File: src/hdl/ggvs_pkg.sv
// Shared types and constants for the greedy garbage-collection victim selector.
`default_nettype none

package ggvs_pkg;

   // Fixed field widths of the request and response items.
   localparam int BLOCK_W = 10;
   localparam int COUNT_W = 7;
   localparam int SLOT_W  = 4;

   // Request operation codes. The remaining code is ignored.
   localparam logic [1:0] MODE_WRITE_BLOCK = 2'd0;
   localparam logic [1:0] MODE_WRITE_SLOT  = 2'd1;
   localparam logic [1:0] MODE_SELECT      = 2'd2;

   typedef struct packed {
      logic [1:0]         mode;
      logic [BLOCK_W-1:0] block_index;
      logic [COUNT_W-1:0] valid_count;
      logic               is_data;
      logic               page_mapped;
      logic               has_replacement;
      logic [SLOT_W-1:0]  slot;
      logic               slot_valid;
   } req_type;

   typedef struct packed {
      logic               victim_found;
      logic [BLOCK_W-1:0] victim_block;
      logic [COUNT_W-1:0] victim_valid;
   } rsp_type;

   // One entry of the per-block table memory.
   typedef struct packed {
      logic               has_replacement;
      logic               page_mapped;
      logic               is_data;
      logic [COUNT_W-1:0] valid_count;
   } block_entry_type;

   // Write port of the exclusion table.
   typedef struct packed {
      logic               en;
      logic [SLOT_W-1:0]  slot;
      logic [BLOCK_W-1:0] block;
      logic               in_use;
   } excl_wr_type;

   typedef enum logic [1:0] {
      ST_CLEAR,
      ST_IDLE,
      ST_SCAN,
      ST_DONE
   } state_type;

endpackage

`default_nettype wire

File: src/hdl/ggvs_excl_table.sv
// Exclusion table of blocks open for writes, with a parallel lookup of one block.
`default_nettype none

module ggvs_excl_table #(
   parameter int NUM_BLOCKS    = 1024,
   parameter int EXCLUDE_SLOTS = 16
) (
   input  wire                           clock,
   input  wire                           reset,
   input  ggvs_pkg::excl_wr_type         wr,
   input  wire [$clog2(NUM_BLOCKS)-1:0]  query_idx,
   output logic                          hit
);

   logic [ggvs_pkg::BLOCK_W-1:0] block_ff  [EXCLUDE_SLOTS];
   logic [ggvs_pkg::BLOCK_W-1:0] block_in  [EXCLUDE_SLOTS];
   logic [EXCLUDE_SLOTS-1:0]     in_use_ff;
   logic [EXCLUDE_SLOTS-1:0]     in_use_in;

   // A write to a slot beyond the table matches no entry and is dropped.
   always_comb begin
      for (int s = 0; s < EXCLUDE_SLOTS; s++) begin
         block_in[s]  = block_ff[s];
         in_use_in[s] = in_use_ff[s];
         if (wr.en && (32'(wr.slot) == s)) begin
            block_in[s]  = wr.block;
            in_use_in[s] = wr.in_use;
         end
      end
   end

   // Slot contents need no reset; the in-use bits do.
   always_ff @(posedge clock) begin
      for (int s = 0; s < EXCLUDE_SLOTS; s++) begin
         block_ff[s] <= block_in[s];
      end
   end

   always_ff @(posedge clock) begin
      if (reset) begin
         in_use_ff <= '0;
      end else begin
         in_use_ff <= in_use_in;
      end
   end

   // A free slot excludes nothing, whatever block number it holds.
   always_comb begin
      hit = 1'b0;
      for (int s = 0; s < EXCLUDE_SLOTS; s++) begin
         if (in_use_ff[s] && (32'(block_ff[s]) == 32'(query_idx))) begin
            hit = 1'b1;
         end
      end
   end

endmodule

`default_nettype wire
File: config.mk
export PLATFORM = sky130hd
export DESIGN_NAME = ggvs_excl_table
export DESIGN_NICKNAME = d
export VERILOG_FILES = /design/src/hdl/ggvs_pkg.sv /design/src/hdl/ggvs_excl_table.sv
export SDC_FILE = /design/constraint.sdc
export NUM_CORES = 1
export LEC_CHECK = 0
export ABC_AREA = 1
export BUFFER_PORTS_ARGS = -buffer_cell sky130_fd_sc_hd__buf_2
export CAP_MARGIN = 20
export CORE_ASPECT_RATIO = 1.2
export CORE_MARGIN = 5
export CORE_UTILIZATION = 51
export DETAILED_ROUTE_END_ITERATION = 8
export GPL_TIMING_DRIVEN = 0
export MAX_ROUTING_LAYER = met4
export PLACE_DENSITY = 0.68
export REMOVE_ABC_BUFFERS = 1
export SETUP_SLACK_MARGIN = 0.05
export SLEW_MARGIN = 20
export SYNTH_ARGS = -nofsm -noshare
export SYNTH_HDL_FRONTEND = slang
export SYNTH_SLANG_ARGS = --single-unit
File: constraint.sdc
create_clock -name clock -period 4.15 [get_ports clock]
set_input_delay 0.83 -clock clock [delete_from_list [all_inputs] [get_ports clock]]
set_output_delay 0.83 -clock clock [all_outputs]
set_load 0.02 [all_outputs]
==> reports/metrics.cfg <==
[run_status]
status=completed

[power]
leakage_nw=3.89
power_density_nw_per_um2=419
peakVddDrop_uv=224

[drt]
first_iter_violations=406
firstDrtPassIters=5
vias_per_cell=5.01
drtAntennaViolNets=0
wl_per_cell_um=16.4
drc=0
routed_wl_mm=18.9
vias=5747

[sta]
min_period_over_period=0.833
tns_ns=0
finalMaxSlewViolations=0
timing.hold.ws_ns=0.467
period_needed_ns=3.46
setup_violations=0
rsz0062_at_grt=no
hold_violations=0
timing.slew.headroom=0.266
clock.fmax_ghz=0.289
worst_pin_slew_ns=1.10
clock_skew_ns=0

[clocking]
cts_tree=built
cts_sinks=176
numCtsBuffers=17
ctsResizeCount=0
clockRootBuffer=clkbuf_16
cts-hold-fix-buffers=0
postCtsSetupBuffers=0
ctsLongestPathBuffers=2
insertion_delay_ns=0.43
htree_levels=4
clkTransAtPathRegs_ns=0.07

[global_routing]
track_usage=0.211
grt_pass1_wl_mm=29.4
antenna_found_initial=0
grt_overflow_total=0
grt_start_max_net_pins=25
grt_pass1_vias=5291

[synth]
syn_avg_cell_area_um2=9.30
syn_inst=904
ys_types=30
yosysWarnings=0
synth_area_um2=8410
ys_seq_area_frac=0.610
synth-seq-cells=176

[floorplanning]
die_area_um2=19200
die_y_um=151
initial_core_util=0.519
core-area_um2=16200
fp.dieW_um=127
rows=51
ioPinCount=29

[worst_setup_path]
crit_slowest_cell=nor3_1
crit_path_end_kind=primary output
r2r_slack_ns=3.51
rr_worst_depth=2
required_ns=3.32
worst-path-buf-inv=4
crit_type=in2out
worstPathArrival_ns=2.63
worst-path-max-fanout=20
path_delay_family=simple AND/OR/NAND/NOR gates
path_common_cell=nand2_1
crit_chain=buf_2 -> inv_1 -> nand2_1 -> nand2_1 -> nor3_1 -> nand3_1 -> nand2_1 -> inv_1 -> nand2_1 -> nor2_1 -> nand2_1 -> buf_2
rr_endpoint=in_use_ff[0]$_SDFFE_PP0P_
startpoint_type=input port
max_stage_delay_ns=0.38
worstReg2RegStart=in_use_ff[0]$_SDFFE_PP0P_

[placed_design]
portBuffers=28
hpwl_mm=12.3
place.gp.congestion=0.835

[final_layout]
nets=951
fill_cells=1409
drive_gt1_frac=0.0716
area_growth_pct=9.42
num_antenna_cells=0

[worst_hold_path]
worstHoldStart=in_use_ff[12]$_SDFFE_PP0P_
whs_endpoint=in_use_ff[12]$_SDFFE_PP0P_
min_path_cells=2
hp-class=reg2reg

[job]
max_cap_violations=0

[flip-flops by register name, indices dropped and copies added (netlist names)]
signal and count:
block_ff 160, in_use_ff 16
[cell families after synthesis]
logic type             count (synthesis)  share of synthesized area
XOR/XNOR                              45                     0.0469
AND/OR/NAND/NOR                      451                      0.213
AO/OA/AOI/OAI                         56                     0.0385
buffers and inverters                176                     0.0924
flip-flops                           176                      0.610
[area by class of cell]
class	count	area, um2	area share
clock buffer	17	425	0.0462
clock inverter	15	178	0.0193
inverter	148	558	0.0607
multi-input combinational	552	2510	0.273
sequential	176	5120	0.557
tap	212	265	0.0288
timing repair buffer	28	140	0.0152
[synth_stat cells (all sizes together)]
library cell / n / area (um2)
xnor2: 42 / 368
dfxtp: 16 / 320
a211oi: 1 / 7.51
edfxtp: 160 / 4800
a21oi: 17 / 85.1
xor2: 3 / 26.3
nand3: 28 / 140
inv: 148 / 558
or2: 9 / 56.3
clkbuf: 3 / 11.3
nand3b: 1 / 7.51
nor2: 80 / 300
nand4: 9 / 56.3
a21boi: 11 / 82.6
nand2: 319 / 1200
o21ai: 18 / 90.1
o22ai: 7 / 43.8
o211ai: 2 / 15.0
nor3: 5 / 30.0
buf: 25 / 208
[layer usage]
metal	vias up	track usage	routed length, um
li1	2885	-	-
met1	2669	0.273	8030
met2	169	0.351	9370
met3	24	0.0273	1160
met4	0	0.0622	318
met5	-	-	0
[stage by stage]
step	setup WS (ns)	power, mW	cells	area, um2	util
5_1_grt	0.529	3.98	1148	9200	0.568
4_1_cts	0.686	3.88	1148	9200	0.567
3_5_place_dp	0.676	2.26	1116	8590	0.530
2_1_floorplan	1.61	2.14	876	8190	-
3_3_place_gp	0.671	2.26	1116	8590	0.530
6_report	0.693	3.86	1148	9200	0.568
[layout by cell type, fill, tap and decap left out, types with 6 or more instances in the layout]
| cell | Yosys | layout |
|---|---|---|
| nand2_1 | 319 | 319 |
| edfxtp_1 | 160 | 160 |
| inv_1 | 144 | 144 |
| nor2_1 | 80 | 79 |
| xnor2_1 | 42 | 42 |
| nand3_1 | 28 | 28 |
| buf_2 | 7 | 28 |
| a21oi_1 | 17 | 17 |
| o21ai_0 | 17 | 17 |
| clkbuf_16 | 0 | 17 |
| dfxtp_1 | 16 | 16 |
| nand4_1 | 9 | 9 |
| a21boi_1 | 8 | 8 |
| o22ai_1 | 7 | 7 |
| or2_0 | 6 | 6 |
[worst max-delay path by stage]
stage                     end  cells past startpoint          from
after global routing      hit                     12  query_idx[7]
final                     hit                     12  query_idx[7]
after detailed placement  hit                     12  query_idx[7]
after global placement    hit                     12  query_idx[7]
after floorplan           hit                     10  query_idx[3]
after CTS                 hit                     12  query_idx[7]
[where the power goes]
group,internal (mW),switching (mW),leakage (nW)
Clock,0.910,0.726,0.292
Combinational,0.0691,0.172,2.03
Sequential,1.97,0.0132,1.57
Total,2.95,0.911,3.89
[worst register-to-register path, stage by stage (launching register included)]
cell	delay, ns
dfxtp_1	0.31
inv_1	0.05
a211oi_1	0.21
Power figures use the tool's default switching activity.
